==> config.mk <==
export PLATFORM = sky130hd
export DESIGN_NAME = coalescing_param_writeback_queue
export DESIGN_NICKNAME = d
export VERILOG_FILES = /design/src/hw/rtl/cpwq_pkg.sv /design/src/hw/rtl/cpwq_ctrl.sv /design/src/hw/rtl/cpwq_dpath.sv /design/src/hw/rtl/coalescing_param_writeback_queue.sv
export SDC_FILE = /design/constraint.sdc
export NUM_CORES = 1
export LEC_CHECK = 0
export BUFFER_PORTS_ARGS = -buffer_cell sky130_fd_sc_hd__clkbuf_2
export CAP_MARGIN = 20
export CORE_AREA = 2 2 177 179
export DETAILED_ROUTE_END_ITERATION = 16
export DIE_AREA = 0 0 179 181
export PLACE_DENSITY_LB_ADDON = 0.15
export SYNTH_ARGS = -nofsm -noshare
export SYNTH_HDL_FRONTEND = slang
export SYNTH_HIERARCHICAL = 1
export SYNTH_SLANG_ARGS = --single-unit
==> constraint.sdc <==
create_clock -name i_clk -period 8 [get_ports i_clk]
set_input_delay 1.6 -clock i_clk [delete_from_list [all_inputs] [get_ports i_clk]]
set_output_delay 1.6 -clock i_clk [all_outputs]
set_load 0.03 [all_outputs]
==> src/hw/rtl/cpwq_pkg.sv <==
// shared constants, types and command/status structs of the parameter write-back queue
package cpwq_pkg;

    localparam int QUEUE_DEPTH = 8;
    localparam int AW          = $clog2(QUEUE_DEPTH);
    localparam int OCC_W       = $clog2(QUEUE_DEPTH + 1);
    localparam int NUM_W       = 8;
    localparam int VAL_W       = 16;
    localparam int CNT_W       = 20;
    localparam int PEND_W      = 4;
    localparam int CFG_IDX_W   = 8;
    localparam int IN_TDATA_W  = 32;
    localparam int OUT_TDATA_W = 32;

    localparam logic [CNT_W-1:0] FLUSH_RESET = CNT_W'(50000);
    localparam logic [CNT_W-1:0] RETRY_RESET = CNT_W'(25000);

    localparam logic [CFG_IDX_W-1:0] REG_FLUSH_PERIOD = CFG_IDX_W'(0);
    localparam logic [CFG_IDX_W-1:0] REG_RETRY_RELOAD = CFG_IDX_W'(1);

    localparam logic MODE_ADD  = 1'b0;
    localparam logic MODE_TICK = 1'b1;

    // flush phase codes
    localparam logic [1:0] PH_IDLE    = 2'd0;
    localparam logic [1:0] PH_CLAIMED = 2'd1;
    localparam logic [1:0] PH_WAIT    = 2'd2;

    typedef struct packed {
        logic capture;
        logic search;
        logic insert;
        logic tick;
        logic load_out;
    } t_cmd;

    typedef struct packed {
        logic in_tick;
        logic in_num_zero;
        logic hit;
        logic k_last;
        logic out_free;
    } t_stat;

endpackage

==> src/hw/rtl/cpwq_ctrl.sv <==
// controller state machine: sequences accept, slot search, insert, tick and result load
module cpwq_ctrl (
    input  logic              i_clk,
    input  logic              i_rst_n,
    input  logic              i_in_valid,
    output logic              o_in_ready,
    input  cpwq_pkg::t_stat   i_stat,
    output cpwq_pkg::t_cmd    o_cmd
);

    typedef enum logic [2:0] {
        ST_IDLE,
        ST_SEARCH,
        ST_INSERT,
        ST_TICK,
        ST_FINISH
    } t_state;

    t_state r_state;
    t_state n_state;

    assign o_in_ready = (r_state == ST_IDLE);

    always_comb begin
        n_state = r_state;
        o_cmd   = '0;
        case (r_state)
            ST_IDLE: begin
                if (i_in_valid) begin
                    o_cmd.capture = 1'b1;
                    if (i_stat.in_tick) begin
                        n_state = ST_TICK;
                    end else if (i_stat.in_num_zero) begin
                        n_state = ST_FINISH;
                    end else begin
                        n_state = ST_SEARCH;
                    end
                end
            end
            ST_SEARCH: begin
                o_cmd.search = 1'b1;
                if (i_stat.hit) begin
                    n_state = ST_FINISH;
                end else if (i_stat.k_last) begin
                    n_state = ST_INSERT;
                end
            end
            ST_INSERT: begin
                o_cmd.insert = 1'b1;
                n_state      = ST_FINISH;
            end
            ST_TICK: begin
                o_cmd.tick = 1'b1;
                n_state    = ST_FINISH;
            end
            ST_FINISH: begin
                if (i_stat.out_free) begin
                    o_cmd.load_out = 1'b1;
                    n_state        = ST_IDLE;
                end
            end
            default: begin
                n_state = ST_IDLE;
            end
        endcase
    end

    always_ff @(posedge i_clk) begin
        if (!i_rst_n) begin
            r_state <= ST_IDLE;
        end else begin
            r_state <= n_state;
        end
    end

`ifndef NO_ASSERTIONS
    a_accept_leaves_idle: assert property (@(posedge i_clk) disable iff (!i_rst_n)
        (r_state == ST_IDLE && i_in_valid) |=> (r_state != ST_IDLE))
        else $error("request accepted but controller stayed idle");
    a_search_ends: assert property (@(posedge i_clk) disable iff (!i_rst_n)
        (r_state == ST_SEARCH && i_stat.k_last && !i_stat.hit) |=> (r_state == ST_INSERT))
        else $error("search past last slot did not go to insert");
`endif

endmodule

==> src/hw/rtl/cpwq_dpath.sv <==
// datapath: slot store, ring pointers, flush timer, config registers and result register
module cpwq_dpath (
    input  logic                              i_clk,
    input  logic                              i_rst_n,
    input  cpwq_pkg::t_cmd                    i_cmd,
    output cpwq_pkg::t_stat                   o_stat,
    input  logic                              i_mode,
    input  logic [cpwq_pkg::NUM_W-1:0]        i_num,
    input  logic [cpwq_pkg::VAL_W-1:0]        i_val,
    input  logic                              i_taken,
    input  logic                              i_done,
    input  logic                              i_cfg_we,
    input  logic [cpwq_pkg::CFG_IDX_W-1:0]    i_cfg_index,
    input  logic [cpwq_pkg::CNT_W-1:0]        i_cfg_data,
    input  logic                              i_out_ready,
    output logic                              o_out_valid,
    output logic                              o_write_valid,
    output logic [7:0]                        o_addr_low,
    output logic [7:0]                        o_data_high,
    output logic [7:0]                        o_data_low,
    output logic [cpwq_pkg::PEND_W-1:0]       o_pending_count,
    output logic                              o_add_dropped,
    output logic                              o_bus_owned
);

    localparam int AW    = cpwq_pkg::AW;
    localparam int OCC_W = cpwq_pkg::OCC_W;
    localparam int NUM_W = cpwq_pkg::NUM_W;
    localparam int VAL_W = cpwq_pkg::VAL_W;
    localparam int CNT_W = cpwq_pkg::CNT_W;
    localparam logic [AW-1:0] LAST_IDX = AW'(cpwq_pkg::QUEUE_DEPTH - 1);
    localparam logic [OCC_W-1:0] OCC_MAX = OCC_W'(cpwq_pkg::QUEUE_DEPTH);

    logic [NUM_W-1:0] r_slot_num [cpwq_pkg::QUEUE_DEPTH];
    logic [VAL_W-1:0] r_slot_val [cpwq_pkg::QUEUE_DEPTH];
    logic [AW-1:0]    r_head;
    logic [AW-1:0]    r_tail;
    logic [AW-1:0]    r_k;
    logic [OCC_W-1:0] r_occ;
    logic [1:0]       r_phase;
    logic [CNT_W-1:0] r_cnt;
    logic [CNT_W-1:0] r_flush_period;
    logic [CNT_W-1:0] r_retry_reload;
    logic             r_out_valid;

    // captured request and pending result
    logic             r_mode;
    logic [NUM_W-1:0] r_num;
    logic [VAL_W-1:0] r_val;
    logic             r_taken;
    logic             r_done;
    logic             r_res_wv;
    logic [7:0]       r_res_alo;
    logic [7:0]       r_res_dhi;
    logic [7:0]       r_res_dlo;
    logic             r_res_drop;

    logic                      r_out_wv;
    logic [7:0]                r_out_alo;
    logic [7:0]                r_out_dhi;
    logic [7:0]                r_out_dlo;
    logic [cpwq_pkg::PEND_W-1:0] r_out_pend;
    logic                      r_out_drop;
    logic                      r_out_owned;

    logic [AW-1:0]    w_rd_addr;
    logic [NUM_W-1:0] w_rd_num;
    logic [VAL_W-1:0] w_rd_val;
    logic             w_hit;
    logic             w_tail_free;
    logic             w_free_head;
    logic [CNT_W-1:0] w_cnt_inc;
    logic             w_expired;
    logic             w_we;
    logic [AW-1:0]    w_wa;
    logic [NUM_W-1:0] w_wnum;
    logic [VAL_W-1:0] w_wval;
    logic             w_out_free;

    // single read port: search index, tail on insert, head on tick
    always_comb begin
        if (i_cmd.insert) begin
            w_rd_addr = r_tail;
        end else if (i_cmd.tick) begin
            w_rd_addr = r_head;
        end else begin
            w_rd_addr = r_k;
        end
    end

    assign w_rd_num    = r_slot_num[w_rd_addr];
    assign w_rd_val    = r_slot_val[w_rd_addr];
    assign w_hit       = (w_rd_num == r_num);
    assign w_tail_free = (w_rd_num == '0);
    assign w_free_head = i_cmd.tick && (r_phase == cpwq_pkg::PH_WAIT) && r_done;
    assign w_cnt_inc   = (r_cnt != '1) ? r_cnt + CNT_W'(1) : r_cnt;
    assign w_expired   = (w_cnt_inc >= r_flush_period);
    assign w_out_free  = !r_out_valid || i_out_ready;

    // single write port
    always_comb begin
        w_we   = 1'b0;
        w_wa   = r_k;
        w_wnum = r_num;
        w_wval = r_val;
        if (i_cmd.search && w_hit) begin
            w_we = 1'b1;
        end else if (i_cmd.insert && w_tail_free) begin
            w_we = 1'b1;
            w_wa = r_tail;
        end else if (w_free_head) begin
            w_we   = 1'b1;
            w_wa   = r_head;
            w_wnum = '0;
            w_wval = '0;
        end
    end

    assign o_stat.in_tick     = (i_mode == cpwq_pkg::MODE_TICK);
    assign o_stat.in_num_zero = (i_num == '0);
    assign o_stat.hit         = w_hit;
    assign o_stat.k_last      = (r_k == LAST_IDX);
    assign o_stat.out_free    = w_out_free;

    always_ff @(posedge i_clk) begin
        if (!i_rst_n) begin
            for (int i = 0; i < cpwq_pkg::QUEUE_DEPTH; i++) begin
                r_slot_num[i] <= '0;
                r_slot_val[i] <= '0;
            end
            r_head         <= '0;
            r_tail         <= '0;
            r_k            <= '0;
            r_occ          <= '0;
            r_phase        <= cpwq_pkg::PH_IDLE;
            r_cnt          <= '0;
            r_flush_period <= cpwq_pkg::FLUSH_RESET;
            r_retry_reload <= cpwq_pkg::RETRY_RESET;
            r_out_valid    <= 1'b0;
        end else begin
            if (i_cfg_we) begin
                if (i_cfg_index == cpwq_pkg::REG_FLUSH_PERIOD) begin
                    r_flush_period <= i_cfg_data;
                end else if (i_cfg_index == cpwq_pkg::REG_RETRY_RELOAD) begin
                    r_retry_reload <= i_cfg_data;
                end
            end
            if (w_we) begin
                r_slot_num[w_wa] <= w_wnum;
                r_slot_val[w_wa] <= w_wval;
            end
            if (i_cmd.capture) begin
                r_k <= '0;
            end else if (i_cmd.search) begin
                r_k <= r_k + AW'(1);
            end
            if (i_cmd.insert && w_tail_free) begin
                r_tail <= (r_tail == LAST_IDX) ? '0 : r_tail + AW'(1);
                if (r_occ < OCC_MAX) begin
                    r_occ <= r_occ + OCC_W'(1);
                end
            end
            if (i_cmd.tick) begin
                case (r_phase)
                    cpwq_pkg::PH_CLAIMED: begin
                        r_phase <= cpwq_pkg::PH_WAIT;
                    end
                    cpwq_pkg::PH_WAIT: begin
                        if (r_done) begin
                            r_head  <= (r_head == LAST_IDX) ? '0 : r_head + AW'(1);
                            r_phase <= cpwq_pkg::PH_IDLE;
                            if (r_occ != '0) begin
                                r_occ <= r_occ - OCC_W'(1);
                            end
                        end
                    end
                    default: begin
                        if (w_expired && !r_taken && (r_occ != '0)) begin
                            r_phase <= cpwq_pkg::PH_CLAIMED;
                        end else begin
                            r_phase <= cpwq_pkg::PH_IDLE;
                        end
                        if (w_expired) begin
                            if (!r_taken) begin
                                r_cnt <= '0;
                            end else begin
                                r_cnt <= r_retry_reload;
                            end
                        end else begin
                            r_cnt <= w_cnt_inc;
                        end
                    end
                endcase
            end
            if (i_cmd.load_out) begin
                r_out_valid <= 1'b1;
            end else if (i_out_ready) begin
                r_out_valid <= 1'b0;
            end
        end
    end

    always_ff @(posedge i_clk) begin
        if (i_cmd.capture) begin
            r_mode     <= i_mode;
            r_num      <= i_num;
            r_val      <= i_val;
            r_taken    <= i_taken;
            r_done     <= i_done;
            r_res_wv   <= 1'b0;
            r_res_alo  <= '0;
            r_res_dhi  <= '0;
            r_res_dlo  <= '0;
            r_res_drop <= 1'b0;
        end
        if (i_cmd.insert && !w_tail_free) begin
            r_res_drop <= 1'b1;
        end
        if (i_cmd.tick && r_phase == cpwq_pkg::PH_CLAIMED) begin
            r_res_wv  <= 1'b1;
            r_res_alo <= {w_rd_num[6:0], 1'b0};
            r_res_dhi <= w_rd_val[15:8];
            r_res_dlo <= w_rd_val[7:0];
        end
        if (i_cmd.load_out) begin
            r_out_wv    <= r_res_wv;
            r_out_alo   <= r_res_alo;
            r_out_dhi   <= r_res_dhi;
            r_out_dlo   <= r_res_dlo;
            r_out_pend  <= (r_occ > OCC_W'(15)) ? 4'd15 : 4'(r_occ);
            r_out_drop  <= r_res_drop;
            r_out_owned <= (r_phase != cpwq_pkg::PH_IDLE);
        end
    end

    assign o_out_valid     = r_out_valid;
    assign o_write_valid   = r_out_wv;
    assign o_addr_low      = r_out_alo;
    assign o_data_high     = r_out_dhi;
    assign o_data_low      = r_out_dlo;
    assign o_pending_count = r_out_pend;
    assign o_add_dropped   = r_out_drop;
    assign o_bus_owned     = r_out_owned;

`ifndef NO_ASSERTIONS
    a_occ_bound: assert property (@(posedge i_clk) disable iff (!i_rst_n)
        r_occ <= OCC_MAX)
        else $error("occupancy above queue depth");
    a_empty_ptrs: assert property (@(posedge i_clk) disable iff (!i_rst_n)
        (r_occ == '0) |-> (r_head == r_tail))
        else $error("empty ring with head and tail apart");
    a_write_owns_bus: assert property (@(posedge i_clk) disable iff (!i_rst_n)
        (r_out_valid && r_out_wv) |-> r_out_owned)
        else $error("write issued without bus ownership");
    a_load_shows: assert property (@(posedge i_clk) disable iff (!i_rst_n)
        i_cmd.load_out |=> r_out_valid)
        else $error("loaded result not presented");
    a_tick_only_mode: assert property (@(posedge i_clk) disable iff (!i_rst_n)
        i_cmd.tick |-> (r_mode == cpwq_pkg::MODE_TICK))
        else $error("tick step on an add request");
`endif

endmodule

==> src/hw/rtl/coalescing_param_writeback_queue.sv <==
// top level of the coalescing parameter write-back queue
// An add request passes from acceptance to its result being loaded through
// these steps: accept, compare one slot at a time while searching the ring
// for the same parameter number (up to the queue depth, 8), check the tail on
// a miss, and load the result register once the output register is free. A
// tick request steps through accept, tick and load; an add with number zero
// goes from accept straight to load. The slot search walks the store through
// its single read port. One request is worked on at a time; the next is
// accepted while the previous result waits in the output register. Config
// writes are registered and are meant to be made while no request is in progress.
module coalescing_param_writeback_queue (
    input  logic                                 i_clk,
    input  logic                                 i_rst_n,
    input  logic                                 s_axis_tvalid,
    output logic                                 s_axis_tready,
    // param_number[7:0], param_value[23:8], bus_taken[24], write_done[25]
    input  logic [cpwq_pkg::IN_TDATA_W-1:0]      s_axis_tdata,
    // mode[0]
    input  logic [0:0]                           s_axis_tuser,
    output logic                                 m_axis_tvalid,
    input  logic                                 m_axis_tready,
    // addr_low[7:0], data_high[15:8], data_low[23:16], pending_count[27:24],
    // add_dropped[28], bus_owned[29]
    output logic [cpwq_pkg::OUT_TDATA_W-1:0]     m_axis_tdata,
    // write_valid[0]
    output logic [0:0]                           m_axis_tuser,
    input  logic                                 i_cfg_we,
    input  logic [cpwq_pkg::CFG_IDX_W-1:0]       i_cfg_index,
    input  logic [cpwq_pkg::CNT_W-1:0]           i_cfg_data
);

    cpwq_pkg::t_cmd  w_cmd;
    cpwq_pkg::t_stat w_stat;

    logic                          w_write_valid;
    logic [7:0]                    w_addr_low;
    logic [7:0]                    w_data_high;
    logic [7:0]                    w_data_low;
    logic [cpwq_pkg::PEND_W-1:0]   w_pending_count;
    logic                          w_add_dropped;
    logic                          w_bus_owned;

    cpwq_ctrl u_ctrl (
        .i_clk      (i_clk),
        .i_rst_n    (i_rst_n),
        .i_in_valid (s_axis_tvalid),
        .o_in_ready (s_axis_tready),
        .i_stat     (w_stat),
        .o_cmd      (w_cmd)
    );

    cpwq_dpath u_dpath (
        .i_clk           (i_clk),
        .i_rst_n         (i_rst_n),
        .i_cmd           (w_cmd),
        .o_stat          (w_stat),
        .i_mode          (s_axis_tuser[0]),
        .i_num           (s_axis_tdata[7:0]),
        .i_val           (s_axis_tdata[23:8]),
        .i_taken         (s_axis_tdata[24]),
        .i_done          (s_axis_tdata[25]),
        .i_cfg_we        (i_cfg_we),
        .i_cfg_index     (i_cfg_index),
        .i_cfg_data      (i_cfg_data),
        .i_out_ready     (m_axis_tready),
        .o_out_valid     (m_axis_tvalid),
        .o_write_valid   (w_write_valid),
        .o_addr_low      (w_addr_low),
        .o_data_high     (w_data_high),
        .o_data_low      (w_data_low),
        .o_pending_count (w_pending_count),
        .o_add_dropped   (w_add_dropped),
        .o_bus_owned     (w_bus_owned)
    );

    assign m_axis_tuser = w_write_valid;
    assign m_axis_tdata = {2'b00, w_bus_owned, w_add_dropped, w_pending_count,
                           w_data_low, w_data_high, w_addr_low};

endmodule

==> results of run 1 <==
through the flow:
stage | cell area (um^2) | instances | utilization (%) | setup slack, ns
after global routing | 18840 | 1878 | 62.08 | 1.436
after CTS | 18830 | 1877 | 62.03 | 1.877
after global placement | 17500 | 1806 | 57.66 | 1.944
final | 18840 | 1878 | 62.08 | 1.825
after floorplan | 16570 | 1397 | - | 2.052
after detailed placement | 17500 | 1806 | 57.66 | 1.880
kinds of logic after synthesis:
logic type	count (synthesis)	synth area share, %
xor+xnor	23	1.216
buf+inv	154	4.062
fa+ha+maj	33	2.492
flops	352	58.90
other cells	2	0.04532
mux	108	9.016
compound gates	175	7.393
simple gates	549	16.88
synthesized netlist by cell type (13+ instances only):
library cell / count / area share [%]
mux2i_1: 68 / 4.1
nand4_1: 17 / 0.64
nor2_1: 63 / 1.4
ha_1: 33 / 2.5
nand3b_1: 17 / 0.77
nor2b_1: 41 / 1.5
buf_2: 31 / 0.94
mux4_2: 32 / 4.3
edfxtp_1: 271 / 49
nand2_1: 133 / 3.0
inv_1: 38 / 0.86
nor3_1: 155 / 4.7
o211ai_1: 16 / 0.72
nor4_1: 52 / 2.0
xnor2_1: 13 / 0.69
clkbuf_1: 62 / 1.4
o21ai_0: 28 / 0.85
a31oi_1: 16 / 0.60
nand3_1: 16 / 0.48
dfxtp_1: 81 / 9.8
a21oi_1: 34 / 1.0
registers in the layout, summed over array words and instances, names as in the netlist, 8 cells and up:
name	cells
u_dpath/r_slot_val	128
u_dpath/r_flush_period	20
u_dpath/r_val	16
u_dpath/r_cnt	20
u_dpath/r_retry_reload	20
u_dpath/r_num	8
u_dpath/o_data_low	8
u_dpath/r_slot_num	64
u_dpath/o_data_high	8
u_dpath/r_res_dhi	8
u_dpath/r_res_dlo	8
metal layers:
metal  share of wire [%]  vias up  wire (um)  global-route usage [%]
li1                    -     5386          -                       -
met1                  42     5594      16760                   34.73
met2                  48      386      18900                   39.49
met3                 7.1       76       2807                   4.819
met4                 2.8        0       1098                   7.577
met5                   0        -          0                       0
layout make-up:
class                           count  area [um^2]
Multi-Input combinational cell    891         6352
Tap cell                          396        495.5
Clock buffer                       50         1059
Fill cell                        2435        11510
Timing Repair Buffer              129        760.7
Inverter                           39        146.4
Sequential cell                   352         9759
Clock inverter                     21        267.8
critical path, stage by stage, from the launching register on:
cell and delay, ns:
dfxtp_1 0.48, inv_1 0.14, nor3b_2 0.16, buf_4 0.22
mux2i_1 0.10, buf_4 0.17, a21oi_2 0.78, buf_4 0.42
mux2i_1 0.15, a221oi_2 0.57, xor2_1 0.19, nor3_2 0.33
nand3_1 0.23, a221o_4 0.70, o31ai_4 0.77, buf_4 0.39
worst min-delay path by stage:
| stage | start | end | slack, ns | cells after the start |
|---|---|---|---|---|
| after global placement | u_dpath/r_res_alo[6] | u_dpath/o_addr_low[6] | 0.40 | 0 |
| after CTS | u_dpath/r_res_dhi[5] | u_dpath/o_data_high[5] | 0.42 | 0 |
| after global routing | u_dpath/r_res_alo[7] | u_dpath/o_addr_low[7] | 0.42 | 0 |
| final | u_dpath/r_res_dhi[5] | u_dpath/o_data_high[5] | 0.42 | 0 |
| after floorplan | u_dpath/r_res_alo[1] | u_dpath/o_addr_low[1] | 0.40 | 0 |
| after detailed placement | u_dpath/r_res_dhi[5] | u_dpath/o_data_high[5] | 0.41 | 0 |
power breakdown:
part / internal, mW / switching, mW / leakage (nW) / total (mW)
Sequential: 2.03 / 0.0309 / 3.38 / 2.06
Clock: 1.13 / 0.714 / 0.651 / 1.85
Combinational: 0.0967 / 0.188 / 2.64 / 0.285
==> impl_results.md, run 1 <==
- IR drop worst, VDD: ~0.00017 V
- DIE WIDTH: 179 um
- Routed via count: around 11000
- Initial Util: a little over half
- Largest fanout on the critical path: between 60 and 70
- Crit path DAT: between 6 and 7 ns
- P_leak: 6.676 nW
- Reg2reg end: u_dpath/r_slot_num[4][4]
- Nature of the critical path endpoint: flop
- IO Pins: 101
- Least-Margin Pin Slew: 1.042 ns
- Final hold vios: 0
- Slew Limit Fails: 0
- WP data required: 8.21 ns
- Routability congestion estimate: between 0.8 and 0.9
- Seq/Total Area, Yosys: roughly 59%
- Antenna violations before repair: 0
- Final period util: 77.19%
- FMAX: approximately 160 MHz
- Worst setup path category: reg2reg
- Worst r2r src: u_ctrl/r_state[0]
- Ys Warns: 6
- Wirelength per Cell: around 21 um
- Grt ovf: 0
- Final Power: around 4.2 mW
- WHS: roughly 0.42 ns
- WL final: roughly 40000 um
- Minimum clock period: 6.175 ns
- Relative slew slack: between 30% and 40%
- Port buffer count: approximately 90
- Max-cap violation count: 0
- Post-CTS sizing: 0
- Die height: between 150 and 200 um
- Ys flop type: edfxtp_1
- Full die area: 0.03240 mm^2
- Worst setup endpoint: u_dpath/r_slot_num[4][4]
- EDFF count, synth: roughly 270
- Most frequent cells in the layout: edfxtp_1, nor3_1, nand2_1, clkbuf_2, dfxtp_1
- Status: completed
- Remaining antenna violation count: 0
- Final antenna diode count: 0
- Clock Skews: 0.01490 ns
- FP Rows: 64
- Commonest non-fill, non-tap cell in the layout: edfxtp_1
- Syn avg cell area: between 10 and 15 um^2
- Post-synthesis cell count: between 1000 and 1500
- Total negative setup slack: 0 ns
- Clock transition at path regs: around 0.060 ns
- Layout cell share with drive strength beyond 1: between 10% and 20%
- Clock root buffer: clkbuf_16
- TritonCTS clock tree: done
- Detailed Route Iter0 Violations: between 1000 and 1500
- Clk sinks: 352
- First-pass iteration count of the detailed router: 5
- Largest net degree at the start of global routing: 78
- Max clock buf depth: 3
- Post-route DRC: 0
- First-pass GRT wire length: 62470 um
- CP Launch Type: flop
- H-tree Lvls: 2
- Synth unique cells: 74
- Setup bufs post-CTS: 0
- Core area: between 0.03 and 0.04 mm^2
- Worst Setup SP: u_ctrl/r_state[0]
- Number of global-route vias before repair: around 11000
- Seq cells post-synth: between 300 and 400
- P&R area growth vs syn: 13.71%
- Post-synth ARST share: 0%
- Hold Buf Count CTS: 0
- R2R Setup Slk: approximately 1.8 ns
- Worst-Skew Late Latency: between 0.5 and 0.6 ns
- Worst reg2reg path depth: 15
- NumNets Final: ~1600
- CTS Buf Count: 39
- Hold Crit Class: reg2reg
- Vias per cell: 6.093
- Setup violators final: 0
- DPL Wire Length: approximately 25000 um
- Overall global routing resource usage: around 25%
- RSZ-0062 raised after global routing: no
- Power per cell area: 222.5 mW/mm^2
- Syn Std Cell Area: about 0.017 mm^2
Note: power is estimated with default switching activity, not from simulation.
==> inputs of run 2 (changes only) <==
--- a/config.mk
+++ b/config.mk
@@ -5,11 +5,12 @@
 export SDC_FILE = /design/constraint.sdc
 export NUM_CORES = 1
 export LEC_CHECK = 0
+export ABC_AREA = 1
 export BUFFER_PORTS_ARGS = -buffer_cell sky130_fd_sc_hd__clkbuf_2
 export CAP_MARGIN = 20
-export CORE_AREA = 2 2 177 179
+export CORE_AREA = 2 2 176 178
 export DETAILED_ROUTE_END_ITERATION = 16
-export DIE_AREA = 0 0 179 181
+export DIE_AREA = 0 0 178 180
 export PLACE_DENSITY_LB_ADDON = 0.15
 export SYNTH_ARGS = -nofsm -noshare
 export SYNTH_HDL_FRONTEND = slang
==> constraint.sdc (replaced) <==
create_clock -name i_clk -period 5 [get_ports i_clk]
set_input_delay 1 -clock i_clk [delete_from_list [all_inputs] [get_ports i_clk]]
set_output_delay 1 -clock i_clk [all_outputs]
set_load 0.03 [all_outputs]
==> run 2 against run 1 <==
Global-route usage rose by 0.73 points; synthesized area fell by 0.88%; synthesized cell count rose by 23%.
==> impl_results.md, run 2 <==
- Status: completed (unchanged)
- Antenna violations before repair: 0 (unchanged)
- Core area: 0.03019 mm^2 (was 0.03035 mm^2)
- Max layer used: met4 (unchanged)
- Hold Crit Depth: 0 (unchanged)
- Largest family of logic cells by synthesized area: simple AND/OR/NAND/NOR gates (unchanged)
- Ys flop type: edfxtp_1 (unchanged)
- Xor/xnor share of the synthesized area: 0.6400% (was 1.216%)
- Final antenna diode count: 0 (unchanged)
- Worst-Skew Late Latency: 0.54 ns (was 0.53 ns)
- Placement Setup Slack: 0.5055 ns (was 1.880 ns)
- Hold Buf Count CTS: 0 (unchanged)
- TritonCTS clock tree: done (unchanged)
- Minimum clock period: 4.555 ns (was 6.175 ns)
- Layout cell share with drive strength beyond 1: 13.22% (was 18.22%)
- Initial Util: 54.40% (was 54.60%)
- Regs by FF count: u_dpath/r_slot_val x128, u_dpath/r_slot_num x64 (unchanged)
- Max-cap violation count: 0 (unchanged)
- Compound-Gate Fraction of Synth Area: 9.081% (was 7.393%)
- PnR worst setup slack: 0.4447 ns (was 1.825 ns)
- CP Launch Type: flop (unchanged)
- Routed via count: 12260 (was 11440)
- Die height: 180 um (was 181 um)
- Final hold vios: 0 (unchanged)
- Biggest register: u_dpath/r_slot_val (unchanged)
- WP data required: 5.26 ns (was 8.21 ns)
- Layout Utilization: 60.66% (was 62.08%)
- Setup bufs post-CTS: 0 (unchanged)
- Area contributors post-synth: edfxtp_1, dfxtp_1, nor2_1 (was edfxtp_1, dfxtp_1, nor3_1)
- Slew Limit Fails: 0 (unchanged)
- Seq cells post-synth: 352 (unchanged)
- DR WL met3: 2421 um (was 2807 um)
- Vias per cell: 5.507 (was 6.093)
- Clock root buffer: clkbuf_16 (unchanged)
- Full die area: 0.03204 mm^2 (was 0.03240 mm^2)
- Nature of the critical path endpoint: flop (unchanged)
- Max reg flops: 128 (unchanged)
- Crit path DAT: 4.82 ns (was 6.38 ns)
- Routability congestion estimate: 0.8793 (was 0.8299)
- First-pass iteration count of the detailed router: 5 (unchanged)
- Post-synth ARST share: 0% (unchanged)
- Power per cell area: 406.8 mW/mm^2 (was 222.5 mW/mm^2)
- Most frequent cells in the layout: nor2_1, edfxtp_1, nand2_1, inv_1, o21ai_0 (was edfxtp_1, nor3_1, nand2_1, clkbuf_2, dfxtp_1)
- NumNets Final: 1901 (was 1551)
- Post-CTS sizing: 0 (unchanged)
- Syn avg cell area: 9.548 um^2 (was 11.87 um^2)
- Clock transition at path regs: 0.06 ns (about the same)
- RSZ-0062 raised after global routing: no (unchanged)
- H-tree Lvls: 2 (unchanged)
- Remaining antenna violation count: 0 (unchanged)
- CP peak stage delay: 0.63 ns (was 0.78 ns)
- Worst reg2reg path depth: 18 (was 15)
- Mux share of post-synthesis cell area: 0.06095% (was 9.016%)
- Clock Skews: 0.01502 ns (was 0.01490 ns)
- Final period util: 91.11% (was 77.19%)
- DPL Wire Length: 25780 um (was 24710 um)
- Max clock buf depth: 3 (unchanged)
- Post-synth top area share: 49.55% (was 49.11%)
- WHS: 0.4213 ns (was 0.4190 ns)
- Fill count: 2571 (was 2435)
- Placed inst area: 0.01715 mm^2 (was 0.01750 mm^2)
- Post-synthesis cell count: 1720 (was 1396)
- Relative slew slack: 31.64% (was 30.56%)
- Largest fanout on the critical path: 48 (was 63)
- Post-placement cell count: 2158 (was 1806)
- EDFF count, synth: 271 (unchanged)
- Synth area leader: edfxtp_1 (unchanged)
- CTS Buf Count: 37 (was 39)
- DR WL met2: 20260 um (was 18900 um)
- Ys Warns: 6 (unchanged)
- CP max-delay cell: nand2_1 (was a21oi_2)
- Number of global-route vias before repair: 11870 (was 11250)
- Port buffer count: 91 (unchanged)
- Worst path most repeated cell: nand2_1 (was buf_4)
- Final Power: 7.450 mW (was 4.193 mW)
- R2R Setup Slk: 0.44 ns (was 1.82 ns)
- Overall global routing resource usage: 25.60% (was 24.88%)
- Seq/Total Area, Yosys: 59.42% (was 58.90%)
- Hold Crit Class: reg2reg (unchanged)
- Largest net degree at the start of global routing: 65 (was 78)
- FMAX: 219.5 MHz (was 161.9 MHz)
- Non-Filler Instances: 2227 (was 1878)
- Detailed Route Iter0 Violations: 907 (was 1025)
- Most common cell in the netlist: nor2_1 (was edfxtp_1)
- IR drop worst, VDD: 0.0002604 V (was 0.0001697 V)
- Clk sinks: 352 (unchanged)
- P&R area growth vs syn: 11.51% (was 13.71%)
- First-pass GRT wire length: 63880 um (was 62470 um)
- Least-Margin Pin Slew: 1.016 ns (was 1.042 ns)
- Post-synthesis adder-cell area fraction: 2.514% (was 2.492%)
- Worst setup path category: reg2reg (unchanged)
- Routed length on met1: 17120 um (was 16760 um)
- WL final: 40800 um (was 39570 um)
- FP Rows: 64 (unchanged)
- CP cell instances: nand2_1, nor2_1, inv_2, nand2_1, nand3_1, nand2_1, buf_4, nand3_1, nand3_1, nand2_1, nand2_1, nand2_1, nand2_1, nor2_4, nand3_4, nand3_2, nand2_1, nor2_1 (was inv_1, nor3b_2, buf_4, mux2i_1, buf_4, a21oi_2, buf_4, mux2i_1, a221oi_2, xor2_1, nor3_2, nand3_1, a221o_4, o31ai_4, buf_4)
- Synth unique cells: 44 (was 74)
- P_leak: 7.615 nW (was 6.676 nW)
- DIE WIDTH: 178 um (was 179 um)
- IO Pins: 101 (unchanged)
- Syn Std Cell Area: 0.01642 mm^2 (was 0.01657 mm^2)
- Post-route DRC: 0 (unchanged)
- Total negative setup slack: 0 ns (unchanged)
- Grt ovf: 0 (unchanged)
- Setup violators final: 0 (unchanged)
- Wirelength per Cell: 18.32 um (was 21.07 um)
- Commonest non-fill, non-tap cell in the layout: nor2_1 (was edfxtp_1)
- Post-route cell area: 0.01831 mm^2 (was 0.01884 mm^2)
- Post-Synth Simple-Gate Area: 21.39% (was 16.88%)
- Synth top cells by count: nor2_1, edfxtp_1, nand2_1 (was edfxtp_1, nor3_1, nand2_1)
run 2: cell count changes in the layout (fill, tap and decap cells not counted), sizes merged, moves of 32 or more:
cell   previous run  this run
nor3            156        12
nand3            16        96
inv              39       158
a21oi            35        81
nor4             52         8
mux4             32         0
nor2             63       376
o21ai            33       148
mux2i            69         1
nand2           133       264
nor2b            41         0
run 2: layer usage:
metal / track usage, % / vias to the layer above
met3: 3.448 / 65
li1: - / 5962
met2: 44.34 / 389
met1: 33.30 / 5848
met4: 7.902 / 0
met5: 0 / -
run 2: layout make-up:
| type | instances | area (um^2) | area share, % |
|---|---|---|---|
| Clock inverter | 15 | 116.4 | 0.6354 |
| Tap cell | 396 | 495.5 | 2.705 |
| Multi-Input combinational cell | 1122 | 5558 | 30.35 |
| Sequential cell | 352 | 9759 | 53.29 |
| Inverter | 158 | 593.1 | 3.238 |
| Clock buffer | 53 | 1016 | 5.548 |
| Timing Repair Buffer | 131 | 775.7 | 4.236 |
run 2: cell families after synthesis:
logic type / Yosys count
other: 2
muxes: 1
and+or+nand+nor: 793
AOI/OAI and AO/OA: 280
adders and majority gates: 33
buffers and inverters: 247
DFF: 352
xor gates and xnor gates: 12
run 2: final timing paths:
path | startpoint | endpoint
worst max-delay path | u_ctrl/r_state[0] | u_dpath/r_slot_num[7][1]
worst min register to register | u_dpath/r_res_dlo[4] | u_dpath/o_data_low[4]
worst min-delay path | u_dpath/r_res_dlo[4] | u_dpath/o_data_low[4]
worst max register to register | u_ctrl/r_state[0] | u_dpath/r_slot_num[7][1]
run 2: worst max-delay path: cells and delay by family (launching register included):
| kind | cells | cell delay [ns] |
|---|---|---|
| AND/OR/NAND/NOR | 16 | 3.08 |
| buffers and inverters | 2 | 0.71 |
| flip-flops | 1 | 0.45 |
run 2: power by group:
part           internal [mW]  leakage (nW)  switching (mW)
Clock                   1.47         0.550            1.11
Combinational          0.370          3.68            1.10
Sequential              3.32          3.39          0.0726
Total                   5.16          7.61            2.29
